<file path="src/rtl/qdp_pkg.sv">
// ----------------------------------------------------------------------------
// qdp_pkg
// Shared types, constants and helpers of the quantized dot product pair block.
// ----------------------------------------------------------------------------
package qdp_pkg;

    // Width of one pair's partial sum: two 4-bit unsigned by 8-bit signed products.
    localparam int PART_W  = 13;
    localparam int BN_W    = 32;
    localparam int MULT_W  = 16;
    localparam int SHIFT_W = 5;
    localparam int CFG_IDX_W  = 2;
    localparam int CFG_DATA_W = 16;
    localparam int NIB_W   = 4;
    localparam int WIDE_W  = 64;
    // Requantization operand: signed 32-bit scale or unsigned 16-bit multiplier.
    localparam int MOP_W   = 33;

    localparam logic [NIB_W-1:0] NIB_MAX = 4'hf;

    localparam logic [CFG_IDX_W-1:0] CFG_BN_EN   = 2'd0;
    localparam logic [CFG_IDX_W-1:0] CFG_RELU_EN = 2'd1;
    localparam logic [CFG_IDX_W-1:0] CFG_SHIFT   = 2'd2;
    localparam logic [CFG_IDX_W-1:0] CFG_MULT    = 2'd3;

    typedef struct packed {
        logic                bn_en;
        logic                relu_en;
        logic [SHIFT_W-1:0]  right_shift;
        logic [MULT_W-1:0]   scale_multiplier;
    } t_cfg;

    typedef struct packed {
        logic                     last;
        logic signed [PART_W-1:0] part_a;
        logic signed [PART_W-1:0] part_b;
        logic signed [BN_W-1:0]   scale_a;
        logic signed [BN_W-1:0]   scale_b;
        logic signed [BN_W-1:0]   offset_a;
        logic signed [BN_W-1:0]   offset_b;
    } t_entry;

    typedef enum logic [1:0] {
        ST_ACC,
        ST_MUL,
        ST_ADD,
        ST_OUT
    } t_back_state;

    function automatic logic [NIB_W-1:0] nib_clip(input logic signed [WIDE_W-1:0] v);
        logic [NIB_W-1:0] res;
        if (v < 0) begin
            res = '0;
        end else if (v > WIDE_W'(NIB_MAX)) begin
            res = NIB_MAX;
        end else begin
            res = v[NIB_W-1:0];
        end
        return res;
    endfunction

endpackage

</file>
<file path="src/rtl/qdp_in_if.sv">
// ----------------------------------------------------------------------------
// qdp_in_if
// Input channel: one activation pair with the weights of both neurons.
// ----------------------------------------------------------------------------
interface qdp_in_if;
    logic               valid;
    logic               ready;
    logic [7:0]         activation_pair;
    logic signed [7:0]  weight_a_first;
    logic signed [7:0]  weight_a_second;
    logic signed [7:0]  weight_b_first;
    logic signed [7:0]  weight_b_second;
    logic signed [31:0] bn_scale_a;
    logic signed [31:0] bn_scale_b;
    logic signed [31:0] bn_offset_a;
    logic signed [31:0] bn_offset_b;
    logic               last_pair;

    modport source (
        output valid, activation_pair, weight_a_first, weight_a_second,
               weight_b_first, weight_b_second, bn_scale_a, bn_scale_b,
               bn_offset_a, bn_offset_b, last_pair,
        input  ready
    );

    modport sink (
        input  valid, activation_pair, weight_a_first, weight_a_second,
               weight_b_first, weight_b_second, bn_scale_a, bn_scale_b,
               bn_offset_a, bn_offset_b, last_pair,
        output ready
    );
endinterface

</file>
<file path="src/rtl/qdp_front.sv">
// ----------------------------------------------------------------------------
// qdp_front
// Accepts input transfers, forms the per-neuron partial sums of the pair and
// hands a queue entry to the back part.
// ----------------------------------------------------------------------------
module qdp_front (
    input  logic           i_clk,
    input  logic           i_rst_n,
    qdp_in_if.sink         i_in,
    output logic           o_push_valid,
    output qdp_pkg::t_entry o_push_entry,
    input  logic           i_push_ready
);

    logic            r_valid;
    qdp_pkg::t_entry r_entry;
    qdp_pkg::t_entry n_entry;
    logic            take;

    logic [3:0] act_lo;
    logic [3:0] act_hi;
    logic signed [qdp_pkg::PART_W-1:0] pa0, pa1, pb0, pb1;

    assign i_in.ready   = !r_valid || i_push_ready;
    assign take         = i_in.valid && i_in.ready;
    assign o_push_valid = r_valid;
    assign o_push_entry = r_entry;

    always_comb begin
        act_lo = i_in.activation_pair[3:0];
        act_hi = i_in.activation_pair[7:4];
        pa0 = qdp_pkg::PART_W'($signed({1'b0, act_lo}))
              * qdp_pkg::PART_W'(i_in.weight_a_first);
        pa1 = qdp_pkg::PART_W'($signed({1'b0, act_hi}))
              * qdp_pkg::PART_W'(i_in.weight_a_second);
        pb0 = qdp_pkg::PART_W'($signed({1'b0, act_lo}))
              * qdp_pkg::PART_W'(i_in.weight_b_first);
        pb1 = qdp_pkg::PART_W'($signed({1'b0, act_hi}))
              * qdp_pkg::PART_W'(i_in.weight_b_second);
        n_entry.last     = i_in.last_pair;
        n_entry.part_a   = pa0 + pa1;
        n_entry.part_b   = pb0 + pb1;
        n_entry.scale_a  = i_in.bn_scale_a;
        n_entry.scale_b  = i_in.bn_scale_b;
        n_entry.offset_a = i_in.bn_offset_a;
        n_entry.offset_b = i_in.bn_offset_b;
    end

    always_ff @(posedge i_clk) begin
        if (!i_rst_n) begin
            r_valid <= 1'b0;
        end else if (take) begin
            r_valid <= 1'b1;
        end else if (i_push_ready) begin
            r_valid <= 1'b0;
        end
    end

    always_ff @(posedge i_clk) begin
        if (take) begin
            r_entry <= n_entry;
        end
    end

endmodule

</file>
<file path="src/flat_wrapper.sv">
// flat-port wrapper written by rule: the top's interface ports become plain ports
module qdp_front_flat 
  (i_clk, i_rst_n, o_push_valid, o_push_entry, i_push_ready, i_in_valid, i_in_activation_pair, i_in_weight_a_first, i_in_weight_a_second, i_in_weight_b_first, i_in_weight_b_second, i_in_bn_scale_a, i_in_bn_scale_b, i_in_bn_offset_a, i_in_bn_offset_b, i_in_last_pair, i_in_ready);
  qdp_in_if i_in_i ();
  input  logic i_clk;
  input  logic i_rst_n;
  output logic o_push_valid;
  output qdp_pkg::t_entry o_push_entry;
  input  logic i_push_ready;
  input wire logic [$bits(i_in_i.valid)-1:0] i_in_valid;
  input wire logic [$bits(i_in_i.activation_pair)-1:0] i_in_activation_pair;
  input wire logic [$bits(i_in_i.weight_a_first)-1:0] i_in_weight_a_first;
  input wire logic [$bits(i_in_i.weight_a_second)-1:0] i_in_weight_a_second;
  input wire logic [$bits(i_in_i.weight_b_first)-1:0] i_in_weight_b_first;
  input wire logic [$bits(i_in_i.weight_b_second)-1:0] i_in_weight_b_second;
  input wire logic [$bits(i_in_i.bn_scale_a)-1:0] i_in_bn_scale_a;
  input wire logic [$bits(i_in_i.bn_scale_b)-1:0] i_in_bn_scale_b;
  input wire logic [$bits(i_in_i.bn_offset_a)-1:0] i_in_bn_offset_a;
  input wire logic [$bits(i_in_i.bn_offset_b)-1:0] i_in_bn_offset_b;
  input wire logic [$bits(i_in_i.last_pair)-1:0] i_in_last_pair;
  output wire logic [$bits(i_in_i.ready)-1:0] i_in_ready;
  assign i_in_i.valid = i_in_valid;
  assign i_in_i.activation_pair = i_in_activation_pair;
  assign i_in_i.weight_a_first = i_in_weight_a_first;
  assign i_in_i.weight_a_second = i_in_weight_a_second;
  assign i_in_i.weight_b_first = i_in_weight_b_first;
  assign i_in_i.weight_b_second = i_in_weight_b_second;
  assign i_in_i.bn_scale_a = i_in_bn_scale_a;
  assign i_in_i.bn_scale_b = i_in_bn_scale_b;
  assign i_in_i.bn_offset_a = i_in_bn_offset_a;
  assign i_in_i.bn_offset_b = i_in_bn_offset_b;
  assign i_in_i.last_pair = i_in_last_pair;
  assign i_in_ready = i_in_i.ready;
  qdp_front u_core (.i_clk(i_clk), .i_rst_n(i_rst_n), .i_in(i_in_i), .o_push_valid(o_push_valid), .o_push_entry(o_push_entry), .i_push_ready(i_push_ready));
endmodule
</file>
<file path="config.mk">
export PLATFORM = sky130hd
export DESIGN_NAME = qdp_front_flat
export DESIGN_NICKNAME = d
export VERILOG_FILES = /design/src/rtl/qdp_pkg.sv /design/src/rtl/qdp_in_if.sv /design/src/rtl/qdp_front.sv /design/src/flat_wrapper.sv
export SDC_FILE = /design/constraint.sdc
export NUM_CORES = 1
export LEC_CHECK = 0
export BUFFER_PORTS_ARGS = -buffer_cell sky130_fd_sc_hd__clkbuf_2
export CORE_AREA = 2 2 190 118
export CTS_BUF_LIST = sky130_fd_sc_hd__clkbuf_16
export CTS_CLUSTER_DIAMETER = 120
export DETAILED_ROUTE_END_ITERATION = 10
export DIE_AREA = 0 0 192 120
export GPL_TIMING_DRIVEN = 0
export PLACE_DENSITY = 0.75
export SYNTH_ARGS = -nofsm -noshare
export SYNTH_HDL_FRONTEND = slang
export SYNTH_SLANG_ARGS = --single-unit
</file>
<file path="constraint.sdc">
create_clock -name i_clk -period 4.8 [get_ports i_clk]
set_input_delay 0.72 -clock i_clk [delete_from_list [all_inputs] [get_ports i_clk]]
set_output_delay 0.72 -clock i_clk [all_outputs]
set_load 0.01 [all_outputs]
</file>
* After elaboration in Yosys (flattened, before gate mapping)
Cells that the tools add are included.
** Operators by class
- Multiply operators :: 4
- Muxes and demuxes :: 2
- $add $sub $neg :: 2
- Reduce and logical (&&, ||, !) cells :: 4
** Operators by type and width (count)
- $mul A5 B8 Y13 :: 4
- $add A13 B13 Y13 :: 2
- $mux W1 :: 2
- $reduce_bool A2 Y1 :: 1
- $logic_and A1 B1 Y1 :: 1
- $logic_not A1 Y1 :: 1
- $logic_or A1 B1 Y1 :: 1
** Word-level totals
- Output and inout port bits :: 157
- Bits in registers :: 156
- Input bits :: 173
- Logic and storage cells :: 20

* Logic depth before layout (Yosys ltp)
Gate-level depths: netlist (run 1).
- Depth after elaboration :: 4
- Depth in mapped cells :: 18
- Depth with buffers taken out :: 17

* Worst setup path before layout (run 1)
Ideal clock, no wire load.
- Path type :: in2reg
- Start :: input port i_in_activation_pair[1]
- End :: register u_core.r_entry (netlist bit u_core.o_push_entry[140]) (data pin)
- Library setup time :: 258 ps
- Data required time :: 4542 ps
- Path buffers :: 1
- Slack :: -271 ps
- Stages :: 16
- Data arrival time :: 4814 ps
- Path through :: clkbuf_1 -> nand2_1 -> fa_1 -> inv_1 -> fa_1 -> fa_1 -> fa_1 -> inv_1 -> fa_1 -> inv_1 -> ha_1 -> a2111oi_2 -> o21ai_1 -> nand4_1 -> a31o_2 -> xnor2_1
** RTL lines
- start: declaration :: RTL line flat_wrapper.sv:11 : input wire logic [$bits(i_in_i.activation_pair)-1:0] i_in_activation_pair;
- end signal: assignment :: RTL line qdp_front.sv:61 : r_entry <= n_entry;
- end: declaration :: RTL line qdp_front.sv:16 : qdp_pkg::t_entry r_entry;

==> results of run 1 <==
[logic make-up (layout without fill, tap and decap cells)]
group | Yosys count | count (layout) | share of synthesized area (%)
xor gates and xnor gates | 31 | 31 | 2.75
AOI/OAI and AO/OA | 48 | 48 | 3.54
and+or+nand+nor | 163 | 163 | 8.70
DFF | 156 | 156 | 47.4
adders and majority gates | 182 | 182 | 31.0
buffers and inverters | 173 | 537 | 6.59
[through the flow]
step | setup slack (ns) | setup TNS, ns | hold WS (ns) | utilization [%]
4_1_cts | 0.0260 | 0 | 0.444 | 59.3
3_3_place_gp | -0.669 | -7.49 | 0.527 | 55.6
3_5_place_dp | -0.745 | -8.54 | 0.558 | 55.9
6_report | 0.116 | 0 | 0.466 | 60.0
5_1_grt | -0.0227 | -0.0454 | 0.436 | 60.0
2_1_floorplan | 0.00321 | 0 | 0.609 | -
[cell usage after synthesis, types with 3 or more instances]
library cell	n
inv_1	165
a21o_1	5
nor4_1	3
a211oi_1	3
a21oi_1	11
and2_1	82
xnor2_1	25
clkbuf_1	8
fa_1	104
xor2_1	6
o21ai_0	10
nor3_1	4
edfxtp_1	155
nor2_1	9
ha_1	78
a21oi_2	3
nand2_1	55
[worst register-to-register path: cells and delay by family, from the launching register on]
family	cells	cell delay [ns]
simple gates	2	0.55
buf+inv	2	0.70
flops	1	0.31
[worst paths after layout]
kind | slack, ns | end | from
max reg2reg | 2.86 | u_core.o_push_entry[68] | u_core.o_push_valid
min reg2reg | 0.57 | u_core.o_push_valid | u_core.o_push_valid
max | 0.12 | u_core.o_push_entry[140] | i_in_activation_pair[3]
min | 0.47 | u_core.o_push_entry[66] | i_in_bn_scale_b[2]
[timing repair]
item | 4_1_cts | 5_1_grt
resized for setup | 18 | 25
pin swaps | 8 | 29
buffers inserted | 2 | 2
cloned | 1 | 1
hold endpoints to repair | 0 | 0
setup endpoints to repair | 11 | 8
[final cells by class]
class                           count  area (um^2)  share of cell area (%)
Multi-Input combinational cell    424         4750                    36.9
Sequential cell                   156         4670                    36.3
Timing Repair Buffer              337         1800                    14.0
Inverter                          165          619                    4.81
Clock buffer                       17          425                    3.31
Tap cell                          286          358                    2.78
Clock inverter                     14          160                    1.25
Buffer                              4         78.8                   0.613
[state kept, by name, summed over array words and instances, names as in the netlist]
name	cells
u_core.o_push_entry	155
u_core.o_push_valid	1
[per-layer routing]
metal	track usage, %	part of all wire (%)	vias to the layer above
met2	35.1	49	212
met1	28.8	42	3227
met4	6.54	2.0	2
li1	-	-	3144
met5	0	0.079	-
met3	5.09	6.7	31
[power by group through the flow]
| stage | combinational (W) | clock, W | sequential, W |
|---|---|---|---|
| final | 0.00337 | 0.00136 | 0.00186 |
| after floorplan | 0.00221 | 0 | 0.00198 |
| after CTS | 0.00316 | 0.00140 | 0.00186 |
| after global routing | 0.00380 | 0.00145 | 0.00187 |
| after detailed placement | 0.00305 | 0 | 0.00189 |
| after global placement | 0.00294 | 0 | 0.00189 |
==> results.py, run 1 <==
metrics = {
    "status": {
        "status": "finished, final reports clean",
    },
    "routing": {
        "vias": 6616,
        "via_per_inst": 4.72,
        "drc": 0,
        "ant_nets": 0,
        "routed_wl_um": 24100,
        "wl_per_cell_um": 17.2,
        "drt_iter0_markers": 373,
        "dr.pass1.iters": 4,
    },
    "grt": {
        "grt_pass1_vias": 6809,
        "grt_pass1_wl_um": 36900,
        "track_usage_pct": 21.5,
        "overflow": 0,
        "grt_max_degree": 70,
        "antenna_found_initial": 1,
    },
    "pwr": {
        "switching_share_pct": 36.9,
        "pwr-share-clk_pct": 20.7,
        "power.leakage_nw": 6.21,
        "totalPowerFinal_w": 0.00659,
        "power_switching_w": 0.00243,
        "pwr-share-comb_pct": 51.1,
        "ir_drop_uv": 291,
        "p_int_w": 0.00416,
        "seqPwrFrac_pct": 28.2,
        "powerDensity_nw_per_um2": 512,
    },
    "floorplan": {
        "die_area_um2": 23000,
        "die_width_um": 192,
        "start_util_pct": 46.0,
        "pin_count": 330,
        "rows": 42,
        "core_area_um2": 21400,
        "die_h_um": 120,
    },
    "worst_setup_path": {
        "cp.depth": 17,
        "critPathKind": "primary input to flop",
        "cp.required_ns": 4.98,
        "cp_top_family": "adder cells",
        "slowest_delay_ns": 0.52,
        "path_cells": "clkbuf_8 -> clkbuf_16 -> nand2_1 -> fa_1 -> inv_1 -> fa_1 -> fa_1 -> fa_1 -> inv_1 -> fa_1 -> inv_1 -> ha_4 -> o21ai_0 -> a21oi_1 -> nand4_1 -> a31o_2 -> xnor2_1",
        "cp-end-kind": "flop",
        "cp_common_cell": "fa_1",
        "cp_data_arrival_time_ns": 4.86,
        "r2r_cells": 4,
        "path_max_fanout": 10,
        "crit_buf_inv": 5,
        "cp_slowest_cell": "fa_1",
        "crit_path_start_kind": "primary input",
    },
    "synth": {
        "avgSynthCellArea_um2": 13.1,
        "seq_area_frac_synth_pct": 47.4,
        "synth_seq_cells": 156,
        "syn_nets": 1108,
        "synthArstFlopShare_pct": 0,
        "synth_area_leader_cell": "edfxtp_1",
        "synth.area.top_cells": "edfxtp_1 (47%), fa_1 (21%), ha_1 (9.9%)",
        "ys.warnings.count": 0,
        "synth_area_um2": 9860,
        "yosysUniqueCellTypes": 40,
        "synth_top_area_share_pct": 47.2,
        "synth_edf_count": 155,
        "synth_flop_cell": "edfxtp_1",
        "synth_cells": 753,
    },
    "placed_design": {
        "place_area_um2": 12000,
        "dpl.cell_count": 1370,
        "hpwlAfterDp_um": 19600,
        "io_buffers": 329,
        "place.gp.congestion": 0.865,
    },
    "cts": {
        "cts_made_buffers": 17,
        "holdBufCountCts": 0,
        "htreeDepth": 4,
        "clockBufferDepth": 2,
        "clk_latency_ns": 0.42,
        "clock-root-buffer": "clkbuf_16",
        "cts.sinks": 156,
        "cts_tree": "built",
        "clk_pin_slew_ns": 0.07,
    },
    "timing": {
        "clock_skew_ns": 0.00711,
        "final.period_utilization_pct": 97.6,
        "slew_violations": 0,
        "hold_viol_final": 0,
        "worst-slew-pin-transition_ns": 0.482,
        "fin_crit_ns": 4.68,
        "setup_viol": 0,
        "slew_headroom_pct": 67.8,
        "fmax_mhz": 213,
        "rsz0062_at_grt": "true",
    },
    "job": {
        "cap_violations": 0,
    },
    "layout": {
        "fin_area_um2": 12900,
        "final_cell_mix": "clkbuf_2 (324), inv_1 (164), edfxtp_1 (155)",
        "diodes": 0,
        "nFillCells": 1763,
        "areaGrowthSynthToFinish_pct": 30.5,
        "nets": 1460,
        "final_layout_size_suffix_gt1_share_pct": 36.5,
        "layout_commonest_cell": "clkbuf_2",
        "fin_cells": 1403,
    },
    "worst_hold_path": {
        "min_path_cells": 1,
        "min-delay-path-class": "primary input to flop",
    },
}
(Power assumes the default switching activity.)
==> run 2: changes to the inputs <==
==> constraint.sdc (replaced) <==
create_clock -name i_clk -period 4.8 [get_ports i_clk]
set_input_delay 0.96 -clock i_clk [delete_from_list [all_inputs] [get_ports i_clk]]
set_output_delay 0.96 -clock i_clk [all_outputs]
set_load 0.01 [all_outputs]
==> run 2 against run 1 <==
Compared with the run above:
- the run now ends with setup timing left
- setup slack got worse by 0.22 ns
- non-clock buffer count increased by 14
- routed wire length increased by 0.29%
- highest routed layer is now met4
==> results.py, run 2 (same netlist as run 1, synthesis figures left out) <==
metrics = {
    "status": {
        "status": "complete, but fails checks",
        "violations": "setup timing",
    },
    "placed_design": {
        "dpl.cell_count": 1370,
        "dp_slack_ns": -0.897,
        "io_buffers": 329,
        "place.gp.congestion": 0.834,
        "hpwlAfterDp_um": 18900,
    },
    "worst_hold_path": {
        "min-delay-path-class": "flop to flop",
        "holdPathEnd": "u_core.o_push_valid",
        "hold_start": "u_core.o_push_valid",
        "min_path_cells": 2,
    },
    "job": {
        "cap_violations": 0,
    },
    "grt": {
        "overflow": 0,
        "grt_pass1_wl_um": 36600,
        "track_usage_pct": 21.3,
        "grt_max_degree": 72,
        "grt_pass1_vias": 6874,
        "antenna_found_initial": 0,
    },
    "worst_setup_path": {
        "ff2ff_setup_slack_ns": 2.84,
        "cp_top_family": "adder cells",
        "worstReg2RegStart": "u_core.o_push_valid",
        "cp-end-kind": "flop",
        "critPathKind": "primary input to flop",
        "slowest_delay_ns": 0.57,
        "cp_slowest_cell": "fa_1",
        "cp_data_arrival_time_ns": 5.06,
        "crit_path_start_kind": "primary input",
        "cp.required_ns": 4.95,
        "crit_buf_inv": 7,
        "reg2reg_to": "u_core.o_push_entry[151]",
        "path_max_fanout": 5,
        "path_cells": "clkbuf_16 -> nand2_4 -> inv_1 -> fa_1 -> inv_1 -> fa_1 -> inv_1 -> fa_1 -> fa_1 -> inv_1 -> fa_1 -> inv_1 -> ha_4 -> inv_2 -> nor4_2 -> a2111oi_4 -> o311ai_2",
        "r2r_cells": 4,
    },
    "cts": {
        "htreeDepth": 4,
        "clock-root-buffer": "clkbuf_16",
        "clockBufferDepth": 2,
        "clk_latency_ns": 0.43,
        "holdBufCountCts": 0,
        "clk_pin_slew_ns": 0.07,
        "cts_made_buffers": 17,
        "cts_tree": "built",
        "cts.sinks": 156,
    },
    "routing": {
        "dr.pass1.iters": 4,
        "wl_per_cell_um": 17.0,
        "ant_nets": 0,
        "vias": 6745,
        "via_per_inst": 4.76,
        "drt_iter0_markers": 284,
        "drc": 0,
        "routed_wl_um": 24200,
    },
    "timing": {
        "worst-slew-pin-transition_ns": 0.509,
        "final.period_utilization_pct": 102,
        "slew_violations": 0,
        "fin_crit_ns": 4.91,
        "slew_headroom_pct": 66.1,
        "setup_ws_ns": -0.106,
        "clock_skew_ns": 0.0157,
        "whs_ns": 0.568,
        "rsz0062_at_grt": "true",
        "fmax_mhz": 204,
        "hold_viol_final": 0,
        "fin_setup_tns_ns": -0.488,
        "setup_viol": 8,
    },
    "pwr": {
        "powerDensity_nw_per_um2": 526,
        "power.leakage_nw": 6.33,
        "ir_drop_uv": 364,
    },
    "floorplan": {
        "pin_count": 330,
        "start_util_pct": 46.0,
        "rows": 42,
        "die_width_um": 192,
        "die_h_um": 120,
        "core_area_um2": 21400,
        "die_area_um2": 23000,
    },
    "layout": {
        "areaGrowthSynthToFinish_pct": 33.2,
        "largest_register_ffs": 155,
        "final_cell_mix": "clkbuf_2 (324), inv_1 (163), edfxtp_1 (155)",
        "final_layout_size_suffix_gt1_share_pct": 38.7,
        "diodes": 0,
        "finish.utilization_pct": 61.3,
        "layout_commonest_cell": "clkbuf_2",
        "nets": 1474,
        "fin_cells": 1418,
    },
}
==> run 2: changes by cell type in the layout (fill, tap and decap cells not counted), sizes merged <==
cell	delta
buf	+6
clkbuf	+8
clkinv	-2
clkinvlp	+2
inv	+1
==> run 2: worst reg2reg max path: cells and delay by family (launching register included) <==
kind	cells	cell delay [ns]
buffers and inverters	2	0.72
AND/OR/NAND/NOR	2	0.53
flip-flops	1	0.32
==> run 2: repair_timing <==
action,CTS,global route
gates cloned,3,0
endpoints found under the setup margin,14,12
endpoints found under the hold margin,0,0
pin swaps,29,28
gates resized for setup,43,22
buffers inserted,8,5
==> run 2: through the flow <==
step / area [um^2] / power, W
6_report: 13100 / 0.00691
5_1_grt: 13100 / 0.00743
4_1_cts: 13000 / 0.00668
3_5_place_dp: 12100 / 0.00503
3_3_place_gp: 12000 / 0.00494
2_1_floorplan: 10000 / 0.00429
==> run 2: cell type report <==
class | count | area (um^2)
buffer | 8 | 121
clock buffer | 17 | 425
clock inverter | 15 | 150
fill | 1753 | 8310
inverter | 165 | 619
multi-input combinational | 424 | 4870
sequential | 156 | 4670
tap | 286 | 358
timing repair buffer | 347 | 1910
==> run 2: worst max-delay path by stage <==
stage                                  startpoint                        to  cells past startpoint
after floorplan            i_in_weight_a_first[7]  u_core.o_push_entry[152]                     16
after global placement    i_in_activation_pair[1]  u_core.o_push_entry[140]                     17
after detailed placement  i_in_activation_pair[1]  u_core.o_push_entry[140]                     17
after CTS                 i_in_activation_pair[1]  u_core.o_push_entry[140]                     17
after global routing       i_in_weight_a_first[7]  u_core.o_push_entry[152]                     17
final                     i_in_activation_pair[1]  u_core.o_push_entry[152]                     17
==> run 2: power breakdown <==
part / internal [W] / switching (W) / leakage (nW)
registers: 0.00181 / 0.0000438 / 1.51
clock network: 0.000768 / 0.000579 / 0.283
logic: 0.00177 / 0.00193 / 4.54
total: 0.00435 / 0.00256 / 6.33
==> run 2: layer usage <==
layer / GRT usage, % / vias up / wire, um
met3: 5.32 / 13 / 1660
met2: 35.3 / 183 / 11900
met1: 28.5 / 3386 / 10400
li1: - / 3163 / -
met4: 4.44 / 0 / 209
met5: 0 / - / 0
