**src/rtl/qdp_pkg.sv**
```systemverilog
// ----------------------------------------------------------------------------
// qdp_pkg
// Shared types, constants and helpers of the quantized dot product pair block.
// ----------------------------------------------------------------------------
package qdp_pkg;

    // Width of one pair's partial sum: two 4-bit unsigned by 8-bit signed products.
    localparam int PART_W  = 13;
    localparam int BN_W    = 32;
    localparam int MULT_W  = 16;
    localparam int SHIFT_W = 5;
    localparam int CFG_IDX_W  = 2;
    localparam int CFG_DATA_W = 16;
    localparam int NIB_W   = 4;
    localparam int WIDE_W  = 64;
    // Requantization operand: signed 32-bit scale or unsigned 16-bit multiplier.
    localparam int MOP_W   = 33;

    localparam logic [NIB_W-1:0] NIB_MAX = 4'hf;

    localparam logic [CFG_IDX_W-1:0] CFG_BN_EN   = 2'd0;
    localparam logic [CFG_IDX_W-1:0] CFG_RELU_EN = 2'd1;
    localparam logic [CFG_IDX_W-1:0] CFG_SHIFT   = 2'd2;
    localparam logic [CFG_IDX_W-1:0] CFG_MULT    = 2'd3;

    typedef struct packed {
        logic                bn_en;
        logic                relu_en;
        logic [SHIFT_W-1:0]  right_shift;
        logic [MULT_W-1:0]   scale_multiplier;
    } t_cfg;

    typedef struct packed {
        logic                     last;
        logic signed [PART_W-1:0] part_a;
        logic signed [PART_W-1:0] part_b;
        logic signed [BN_W-1:0]   scale_a;
        logic signed [BN_W-1:0]   scale_b;
        logic signed [BN_W-1:0]   offset_a;
        logic signed [BN_W-1:0]   offset_b;
    } t_entry;

    typedef enum logic [1:0] {
        ST_ACC,
        ST_MUL,
        ST_ADD,
        ST_OUT
    } t_back_state;

    function automatic logic [NIB_W-1:0] nib_clip(input logic signed [WIDE_W-1:0] v);
        logic [NIB_W-1:0] res;
        if (v < 0) begin
            res = '0;
        end else if (v > WIDE_W'(NIB_MAX)) begin
            res = NIB_MAX;
        end else begin
            res = v[NIB_W-1:0];
        end
        return res;
    endfunction

endpackage

```
**src/rtl/qdp_fifo.sv**
```systemverilog
// ----------------------------------------------------------------------------
// qdp_fifo
// Short register queue of entries between the front and the back part.
// ----------------------------------------------------------------------------
module qdp_fifo #(
    parameter int DEPTH = 2
) (
    input  logic            i_clk,
    input  logic            i_rst_n,
    input  logic            i_push_valid,
    output logic            o_push_ready,
    input  qdp_pkg::t_entry i_push_entry,
    output logic            o_pop_valid,
    input  logic            i_pop_ready,
    output qdp_pkg::t_entry o_pop_entry
);

    localparam int PTR_W = (DEPTH > 1) ? $clog2(DEPTH) : 1;
    localparam int CNT_W = $clog2(DEPTH + 1);
    localparam logic [PTR_W-1:0] PTR_LAST = PTR_W'(DEPTH - 1);
    localparam logic [CNT_W-1:0] CNT_FULL = CNT_W'(DEPTH);

    qdp_pkg::t_entry  r_mem [DEPTH];
    logic [PTR_W-1:0] r_wr, r_rd;
    logic [CNT_W-1:0] r_count;
    logic             push, pop;

    assign o_push_ready = (r_count != CNT_FULL);
    assign o_pop_valid  = (r_count != '0);
    assign o_pop_entry  = r_mem[r_rd];
    assign push = i_push_valid && o_push_ready;
    assign pop  = o_pop_valid && i_pop_ready;

    always_ff @(posedge i_clk) begin
        if (!i_rst_n) begin
            r_wr    <= '0;
            r_rd    <= '0;
            r_count <= '0;
        end else begin
            if (push) begin
                r_wr <= (r_wr == PTR_LAST) ? '0 : r_wr + 1'b1;
            end
            if (pop) begin
                r_rd <= (r_rd == PTR_LAST) ? '0 : r_rd + 1'b1;
            end
            if (push && !pop) begin
                r_count <= r_count + 1'b1;
            end else if (pop && !push) begin
                r_count <= r_count - 1'b1;
            end
        end
    end

    always_ff @(posedge i_clk) begin
        if (push) begin
            r_mem[r_wr] <= i_push_entry;
        end
    end

    a_count_bound: assert property (@(posedge i_clk) disable iff (!i_rst_n)
        r_count <= CNT_FULL)
        else $error("queue count exceeds depth");

endmodule

```
**config.mk**
```make
export PLATFORM = sky130hd
export DESIGN_NAME = qdp_fifo
export DESIGN_NICKNAME = d
export VERILOG_FILES = /design/src/rtl/qdp_pkg.sv /design/src/rtl/qdp_fifo.sv
export SDC_FILE = /design/constraint.sdc
export NUM_CORES = 1
export LEC_CHECK = 0
export BUFFER_PORTS_ARGS = -buffer_cell sky130_fd_sc_hd__buf_2
export CORE_MARGIN = 4
export CORE_UTILIZATION = 50
export CTS_CLUSTER_DIAMETER = 200
export CTS_CLUSTER_SIZE = 16
export DETAILED_ROUTE_END_ITERATION = 7
export PLACE_DENSITY = 0.74
export SLEW_MARGIN = 20
export SYNTH_ARGS = -nofsm -noshare
export SYNTH_HDL_FRONTEND = slang
export SYNTH_SLANG_ARGS = --single-unit
```
**constraint.sdc**
```tcl
create_clock -name i_clk -period 9.2 [get_ports i_clk]
set_input_delay 0.92 -clock i_clk [delete_from_list [all_inputs] [get_ports i_clk]]
set_output_delay 0.92 -clock i_clk [all_outputs]
set_load 0.005 [all_outputs]
```
After elaboration in Yosys (flattened, before gate mapping)
Memory sizes are Yosys's and may differ from the RTL's. A register that Yosys moved wholly into a read port is not among the register bits.
Cells that the tools add are included.
{"block": "op_classes", "muxes": 8, "n_mul": 0, "reduce_logical": 8, "div_mod_pow": 0, "add_sub_neg": 4, "magnitude_cmp": 0, "bitwise": 0, "n_eq_ne": 1, "n_shift": 0}
{"cell": "2-to-1 mux 1 bit", "count": 6}
{"cell": "logical AND 1 bit", "count": 4}
{"cell": "2-to-1 mux 2 bit", "count": 2}
{"cell": "nonzero test 2 bit", "count": 2}
{"cell": "adder 1 bit (second input constant)", "count": 2}
{"cell": "adder 2 x 1 -> 2 bit (second input constant)", "count": 1}
{"cell": "logical NOT 1 bit", "count": 2}
{"cell": "!= test 2 bit (second input constant)", "count": 1}
{"cell": "subtractor 2 x 1 -> 2 bit (second input constant)", "count": 1}
{"block": "totals", "n_memories": 1, "elab_cells": 25, "ramBits": 310, "register_bits": 4, "rom_bits": 0, "latchBits": 0, "input_bits": 159}
{"name": "r_mem", "words": 2, "width": 155, "rd": 1, "rd_ports_with_merged_regs": 1, "write_ports": 1, "line": "qdp_fifo.sv:23", "text": "qdp_pkg::t_entry r_mem [DEPTH];"}

Longest topological paths before layout
Gate-level depths: netlist of run 1.
{"block": "logic_depth", "ltp_word": 6, "depth_mapped": 6, "mapped_depth_nobuf": 6}

Worst setup path before layout of run 1
Ideal clock, no wire load.
{"block": "synth_timing", "kind": "input to register", "from": "in i_push_valid", "to": "mem r_mem[1][0] (netlist bit), enable pin", "path_slack_ns": 4.141, "path_stages": 1, "n_path_buf": 0, "t_arrival_ns": 4.525, "cell_sequence": "and3_1"}
{"block": "synth_via", "elab_chain_cells": 3}
{"element": "start: declaration", "line": "qdp_fifo.sv:10", "text": "input logic i_push_valid,"}
{"element": "logical AND 1 bit", "line": "qdp_fifo.sv:31", "text": "assign push = i_push_valid && o_push_ready;"}
{"element": "2-to-1 mux 1 bit", "line": "qdp_fifo.sv:55", "text": "if (push) begin"}
{"element": "2-to-1 mux 1 bit (not written as such)", "line": "qdp_fifo.sv:56", "text": "r_mem[r_wr] <= i_push_entry;"}
{"element": "end: declaration", "line": "qdp_fifo.sv:23"}
Every way passes these cells.

==> run_results.csv, run 1 <==
group,metric,value,unit
placed_design,pre_cts_slack,5960,ps
min_path,hp-start,"r_count[1]",
timing,fin_ws,5640,ps
finish,layout-drive-gt1-share,0.600,
clock_network,h-tree-depth,1,
drt,drtAntennaViolNets,0,
timing,maxSlewHeadroom,0.282,
drt,post-route-drc-count,0,
finish,syn2layout_area_growth,21.5,%
pwr,power-per-cell-area,255,mW/mm²
global_routing,grt_pass1_vias,6231,
timing,tns,0,ps
flow_run,drv_cap,0,
synthesis,ys_seq_area_frac,0.821,
status,outcome,"completed",
timing,whs,553,ps
synthesis,syn_area,0.0115,mm²
clock_network,clkTransAtPathRegs,70,ps
floorplanning,rows,55,
timing,fin_crit_sh,0.386,
timing,skew,19.0,ps
setup_path,cp_slowest_cell,"buf_4",
synthesis,synth.distinct_cells,21,
setup_path,endpoint_kind,"output port",
setup_path,cp_max_fo,70,
clock_network,clk_latency,520,ps
finish,design_area,0.0139,mm²
clock_network,cts.sinks,315,
timing,fin_crit,3560,ps
min_path,hp-class,"register to register",
setup_path,worstReg2RegStart,"r_count[0]",
setup_path,start_kind,"register",
floorplanning,core-area,0.0226,mm²
finish,final_cell_mix,"315 x buf_2, 310 x edfxtp_1, 155 x mux2_2",
setup_path,worstPathRequired,8280,ps
clock_network,cts_resized,0,
placed_design,gp_congestion,0.749,
global_routing,grt_max_degree,81,
floorplanning,die_area,0.0254,mm²
setup_path,cp_cell_sequence,"buf_4, mux2_2, buf_2",
floorplanning,die_h,159,µm
finish,layout_commonest_cell,"buf_2",
clock_network,cts_hold_buf,0,
floorplanning,die_x,159,µm
pwr,vdd_drop_max,0.000224,V
synthesis,yosysWarnings,0,
timing,max_freq,281,MHz
drt,routed_via_density,5.12,
pwr,p_total,3.56,mW
drt,num_vias,5812,
drt,routedWlPerCell,19.2,µm
global_routing,antenna_found_initial,7,
placed_design,dpl_cell_area,0.0133,mm²
clock_network,ctsRootBufferMaster,"clkbuf_16",
drt,firstDrtPassIters,5,
global_routing,grt_pass1_wl,33.2,mm
timing,tightestPinTransition,1080,ps
clock_network,cts_tree,"built",
setup_path,arrival,2640,ps
timing,setup_viol,0,
setup_path,max_stage_delay,820,ps
timing,hold_viol_final,0,
global_routing,grt_overflow,0,
pwr,power.leakage,5.13,nW
drt,drt_wl_total,21.8,mm
clock_network,cts_max_path_buffers,3,
synthesis,yosysTopAreaCell,"edfxtp_1",
timing,slew_violations,0,
setup_path,path_class,"register to output port",
synthesis,synthCells,506,
synthesis,synth_area_leaders,"edfxtp_1 81%, mux2_2 15%, buf_6 0.98%",
floorplanning,boundaryPins,316,
finish,fin_nets,994,
global_routing,grt_usage,0.165,
synthesis,ys_ff_latch,315,
floorplanning,start_util,0.508,
synthesis,syn-num-nets,666,
clock_network,post-cts-setup-buffers,0,
timing,rsz0062_at_grt,"no",
clock_network,cts_made_buffers,23,
synthesis,synth.top_cell.area_share,0.812,
synthesis,syn-mean-instance-area,22.6,µm²
drt,initialDrtViolationCount,348,
placed_design,port_buffers,315,
placed_design,dp_hpwl,14.4,mm
state kept, by name, summed over array words and instances (netlist names), named ones only:
register,count
r_rd,1
r_wr,1
r_mem,310
r_count,2
final timing paths:
| kind | end | slack (ps) | depth (start not counted) |
|---|---|---|---|
| max | o_pop_entry[3] | 5640 | 3 |
| min | r_count[1] | 550 | 2 |
| max reg2reg | r_mem[0][137] | 6440 | 4 |
| min reg2reg | r_count[1] | 550 | 2 |
synthesized netlist by cell type:
| master | count |
|---|---|
| xor2_1 | 1 |
| nand2b_4 | 1 |
| buf_6 | 10 |
| ha_1 | 1 |
| edfxtp_1 | 310 |
| a21bo_2 | 1 |
| or3_1 | 1 |
| or2_2 | 1 |
| o21ai_0 | 1 |
| mux2_2 | 155 |
| o21ai_1 | 1 |
| inv_1 | 1 |
| buf_4 | 6 |
| xnor2_1 | 2 |
| and2_1 | 4 |
| a21boi_1 | 1 |
| buf_2 | 1 |
| a21boi_0 | 1 |
| nand3b_1 | 1 |
| dfxtp_1 | 5 |
| and3_1 | 1 |
worst max-delay path: cells and delay by family (launching register included):
family / cells / cell delay [ps]
flops: 1 / 680
mux: 1 / 430
buf+inv: 2 / 950
per-stage QoR:
| step | util | std cells |
|---|---|---|
| after global placement | 0.588 | 1094 |
| after CTS | 0.616 | 1129 |
| after floorplan | - | 506 |
| after global routing | 0.617 | 1135 |
| final | 0.617 | 1135 |
| after detailed placement | 0.588 | 1094 |
power breakdown:
| group | internal (mW) | switching [mW] |
|---|---|---|
| clock network | 0.461 | 0.437 |
| registers | 1.79 | 0.0622 |
| logic | 0.410 | 0.394 |
| total | 2.66 | 0.893 |
cell families (layout without fill, tap and decap cells):
family	Yosys count	count (layout)	synth area share
buffers and inverters	18	356	0.0145
adders and majority gates	1	1	0.00109
xor gates and xnor gates	3	3	0.00229
muxes	155	155	0.152
DFF	315	315	0.821
other	0	6	0
AOI/OAI and AO/OA	5	5	0.00306
and+or+nand+nor	9	9	0.00568
layer usage:
metal	global-route usage	wire length, µm
met5	0	13
met1	0.187	8130
met3	0.0474	1570
met4	0.0690	663
met2	0.292	11400
layout make-up:
type,instances,area (µm²)
flip-flops and latches,315,9410
fillers,1680,8650
multi-input cells,173,1890
repair buffers,320,1610
clock buffers,33,613
well taps,285,357
clock inverters,2,16.3
diodes,6,15.0
inverters,1,8.76
(Power assumes the default switching activity.)
==> inputs of run 2 (changes only) <==
==> constraint.sdc (replaced) <==
create_clock -name i_clk -period 3.3 [get_ports i_clk]
set_input_delay 0.33 -clock i_clk [delete_from_list [all_inputs] [get_ports i_clk]]
set_output_delay 0.33 -clock i_clk [all_outputs]
set_load 0.005 [all_outputs]
==> run_results.csv, run 2 (synthesis gave the netlist of run 1 again) <==
group,metric,value,unit
floorplanning,die_x,159,µm
min_path,min_to,"r_mem[0][20]",
drt,wl_met1,9.36,mm
global_routing,antenna_found_initial,2,
floorplanning,die_h,159,µm
drt,dr_wl_met3,1.53,mm
setup_path,cp_num_buf_inv,2,
drt,drtAntennaViolNets,0,
floorplanning,rows,55,
status,outcome,"completed",
global_routing,grt_usage,0.181,
setup_path,ff2ff_path_depth,4,
timing,tightestPinTransition,836,ps
clock_network,cts_made_buffers,23,
global_routing,grt_overflow,0,
timing,fin_crit,2490,ps
placed_design,dp.cells,1101,
timing,hold_viol_final,0,
global_routing,grt_max_degree,62,
floorplanning,core-area,0.0226,mm²
drt,wl_met2,12.3,mm
drt,routedWlPerCell,19.0,µm
placed_design,pre_cts_slack,1130,ps
drt,routed_via_density,4.96,
drt,drt_wl_total,23.8,mm
timing,max_freq,402,MHz
timing,setup_viol,0,
setup_path,max_stage_delay,710,ps
pwr,power.leakage,5.65,nW
placed_design,port_buffers,315,
min_path,hp-start,"i_push_entry[20]",
drt,firstDrtPassIters,4,
finish,fin_cells,1254,
finish,syn2layout_area_growth,32.5,%
setup_path,cp_slowest_cell,"dfxtp_4",
finish,layout-drive-gt1-share,0.530,
placed_design,gp_congestion,0.740,
finish,layout_commonest_cell,"buf_2",
global_routing,grt_pass1_wl,37.2,mm
drt,post-route-drc-count,0,
pwr,power-per-cell-area,671,mW/mm²
setup_path,cp_max_fo,61,
setup_path,r2r_end,"r_mem[0][71]",
clock_network,cts_hold_buf,105,
pwr,p_total,10.2,mW
clock_network,clk_latency,500,ps
flow_run,drv_cap,0,
timing,fin_ws,810,ps
setup_path,r2r_setup_slack,1170,ps
finish,regMostFlops,"r_mem",
setup_path,start_kind,"register",
drt,top_layer_used,"met5",
drt,initialDrtViolationCount,313,
min_path,hp-class,"input pin to register",
clock_network,cts_max_path_buffers,3,
global_routing,grt_pass1_vias,6869,
clock_network,ctsRootBufferMaster,"clkbuf_16",
finish,final_cell_mix,"315 x buf_2, 310 x edfxtp_1, 155 x mux2_2",
clock_network,cts_resized,0,
setup_path,worstReg2RegStart,"r_count[1]",
pwr,vdd_drop_max,0.000517,V
finish,largest_reg_flops,310,
timing,maxSlewHeadroom,0.441,
finish,fin_nets,1112,
finish,n_fill_cell,1496,
drt,num_vias,6215,
timing,skew,12.6,ps
clock_network,cts_tree,"built",
clock_network,cts.sinks,315,
timing,slew_violations,0,
placed_design,dp_hpwl,14.9,mm
setup_path,cp_top_family,"flip-flops",
timing,fin_crit_sh,0.754,
finish,reg.largest.list,"r_mem: 310 flops, r_count: 2 flops",
min_path,hold_path_depth,1,
clock_network,post-cts-setup-buffers,0,
setup_path,path_class,"register to output port",
timing,rsz0062_at_grt,"no",
floorplanning,die_area,0.0254,mm²
floorplanning,boundaryPins,316,
floorplanning,start_util,0.508,
clock_network,h-tree-depth,1,
finish,fin_util,0.673,
setup_path,endpoint_kind,"output port",
setup_path,worstPathRequired,2970,ps
clock_network,clkTransAtPathRegs,70,ps
setup_path,arrival,2160,ps
setup_path,cp_cell_sequence,"buf_12, mux2_2, buf_2",
## run 2: worst max path at each step
stage	from	end	slack, ps	cells past startpoint
5_1_grt	register	o_pop_entry[135]	700	3
3_5_place_dp	r_count[1]	r_mem[0][71]	1130	4
4_1_cts	register	o_pop_entry[114]	760	3
2_1_floorplan	r_count[0]	r_mem[0][0]	-10	3
6_report	register	o_pop_entry[135]	810	3
3_3_place_gp	r_count[0]	r_mem[0][64]	1120	4
## run 2: worst reg2reg max path, delay by kind of cell (launching register included)
kind | cells | cell delay, ps
buffers and inverters | 2 | 1200
flip-flops | 1 | 430
AND/OR/NAND/NOR | 2 | 240
## run 2: report_power, final
group | internal, mW | switching (mW) | leakage (nW)
Clock | 1.32 | 1.24 | 0.304
Combinational | 1.30 | 1.15 | 2.41
Sequential | 4.99 | 0.182 | 2.94
## run 2: through the flow
| step | TNS (ps) | area (µm²) | hold slack, ps |
|---|---|---|---|
| final | 0 | 15200 | 18.0 |
| after global routing | 0 | 15200 | 0.794 |
| after CTS | 0 | 15100 | 0.00774 |
| after detailed placement | 0 | 13400 | 521 |
| after global placement | 0 | 13400 | 518 |
| after floorplan | -2040 | 11500 | 429 |
## run 2: final cells by class
class                   instances  area [µm²]  share of cell area
diodes                          1        2.50            0.000165
clock buffers                  40         639              0.0421
clock inverters                 1        7.51            0.000494
inverters                       1        7.51            0.000494
multi-input cells             173        1890               0.124
flip-flops and latches        315        9410               0.620
well taps                     285         357              0.0235
repair buffers                438        2870               0.189
## run 2: layer usage
layer  vias to the layer above  GRT usage
met1                      3036      0.222
li1                       2916          -
met4                         2     0.0489
met2                       215      0.322
met5                         -          0
met3                        46     0.0466
==> inputs of run 3 (changes only) <==
--- a/config.mk
+++ b/config.mk
@@ -7,11 +7,11 @@
 export LEC_CHECK = 0
 export BUFFER_PORTS_ARGS = -buffer_cell sky130_fd_sc_hd__buf_2
 export CORE_MARGIN = 4
-export CORE_UTILIZATION = 50
+export CORE_UTILIZATION = 47
 export CTS_CLUSTER_DIAMETER = 200
 export CTS_CLUSTER_SIZE = 16
 export DETAILED_ROUTE_END_ITERATION = 7
-export PLACE_DENSITY = 0.74
+export PLACE_DENSITY = 0.73
 export SLEW_MARGIN = 20
 export SYNTH_ARGS = -nofsm -noshare
 export SYNTH_HDL_FRONTEND = slang
==> constraint.sdc (replaced) <==
create_clock -name i_clk -period 2 [get_ports i_clk]
set_input_delay 0.2 -clock i_clk [delete_from_list [all_inputs] [get_ports i_clk]]
set_output_delay 0.2 -clock i_clk [all_outputs]
set_load 0.005 [all_outputs]
==> run_results.csv, run 3 (synthesis gave the netlist of run 1 again) <==
group,metric,value,unit
status,outcome,"completed",
finish,n_fill_cell,1570,
flow_run,drv_cap,0,
timing,maxSlewHeadroom,0.669,
timing,fin_crit_sh,0.963,
placed_design,dp.cells,1137,
clock_network,cts.sinks,315,
clock_network,clkTransAtPathRegs,70,ps
timing,fin_crit,1930,ps
timing,setup_viol,0,
setup_path,worstPathRequired,1800,ps
finish,syn2layout_area_growth,37.9,%
global_routing,grt_usage,0.176,
setup_path,cp_max_fo,21,
floorplanning,die_area,0.0269,mm²
placed_design,dpl_cell_area,0.0135,mm²
global_routing,grt_pass1_vias,7127,
pwr,vdd_drop_max,0.000730,V
pwr,p_comb_frac,0.263,
placed_design,gp_congestion,0.747,
timing,tns,0,ps
timing,skew,11.4,ps
setup_path,cp-endpoint,"o_pop_entry[42]",
timing,slew_violations,0,
clock_network,ctsRootBufferMaster,"clkbuf_16",
floorplanning,core-area,0.0238,mm²
drt,firstDrtPassIters,6,
timing,tightestPinTransition,496,ps
setup_path,arrival,1730,ps
floorplanning,start_util,0.482,
drt,num_vias,6455,
setup_path,r2r_setup_slack,380,ps
floorplanning,boundaryPins,316,
setup_path,ff2ff_path_depth,4,
clock_network,cts_tree,"built",
global_routing,antenna_found_initial,0,
floorplanning,die_h,164,µm
drt,initialDrtViolationCount,434,
floorplanning,rows,56,
setup_path,path_class,"register to output port",
floorplanning,die_x,164,µm
drt,post-route-drc-count,0,
finish,fin_nets,1163,
setup_path,worstReg2RegStart,"r_count[0]",
global_routing,grt_pass1_wl,37.2,mm
finish,final_cell_mix,"315 x buf_2, 310 x edfxtp_1, 156 x dlygate4sd3_1",
finish,layout-drive-gt1-share,0.509,
global_routing,grt_max_degree,79,
finish,fin_util,0.665,
placed_design,dp_hpwl,15.1,mm
pwr,p_clk_frac,0.246,
finish,fin_cells,1338,
pwr,power.leakage,5.89,nW
min_path,hp-start,"i_push_valid",
finish,largest_reg_flops,310,
min_path,hp-class,"input pin to register",
placed_design,pre_cts_slack,414,ps
timing,max_freq,519,MHz
drt,drtAntennaViolNets,0,
timing,rsz0062_at_grt,"no",
finish,design_area,0.0158,mm²
clock_network,cts_max_path_buffers,3,
clock_network,h-tree-depth,1,
setup_path,start_kind,"register",
drt,drt_wl_total,24.9,mm
global_routing,grt_overflow,0,
finish,reg.largest.list,"r_mem: 310 flops, r_count: 2 flops",
timing,hold_viol_final,0,
pwr,p_sw,4.35,mW
finish,layout_commonest_cell,"buf_2",
clock_network,cts_made_buffers,23,
setup_path,endpoint_kind,"output port",
drt,routedWlPerCell,18.6,µm
drt,routed_via_density,4.82,
finish,regMostFlops,"r_mem",
timing,fin_ws,74.1,ps
pwr,power-per-cell-area,1090,mW/mm²
clock_network,clk_latency,500,ps
pwr,p_seq_frac,0.491,
setup_path,r2r_end,"r_mem[0][52]",
placed_design,port_buffers,315,
pwr,switching_share,0.254,
pwr,p_total,17.2,mW
timing,whs,62.0,ps
pwr,p_int,12.8,mW
finish,diodes,0,
==> run 3: worst min path at each step <==
stage / end / cells past startpoint
floorplan: r_mem[0][0] / 0
global placement: r_mem[0][129] / 1
detailed placement: r_mem[0][105] / 1
CTS: r_wr / 3
global route: r_wr / 3
finish: r_wr / 3
==> run 3: routing by layer <==
metal / GRT usage / vias up / wire (µm)
li1: - / 3007 / -
met1: 0.210 / 3132 / 9480
met2: 0.317 / 253 / 12800
met3: 0.0366 / 63 / 1760
met4: 0.0602 / 0 / 825
met5: 0 / - / 0
==> run 3: worst max-delay path, stage by stage, from the launching register on <==
cell and delay, ps:
dfxtp_4 370, buf_12 150, buf_12 180, mux2_2 360, buf_2 140
==> run 3: layout make-up <==
class                           count  area [µm²]  share of cell area
Sequential cell                   315        9410               0.596
Timing Repair Buffer              489        3440               0.218
Multi-Input combinational cell    173        1890               0.120
Clock buffer                       40         639              0.0405
Tap cell                          319         399              0.0253
Clock inverter                      1        7.51            0.000475
Inverter                            1        7.51            0.000475
==> run 3: repair_timing <==
item / CTS / global route
endpoints found under the setup margin: 144 / 4
hold buffers: 156 / 0
cloned: 0 / 1
gates resized for setup: 0 / 2
hold endpoints to repair: 315 / 0
setup buffers: 3 / 0
==> run 3: power groups by stage <==
stage                     Clock, mW  Combinational, mW  Sequential [mW]
final                          4.22               4.52             8.44
after global routing           4.68               4.85             8.49
after CTS                      4.34               4.50             8.43
after detailed placement          0               4.04             8.66
after global placement            0               4.01             8.60
after floorplan                   0               2.37             8.58
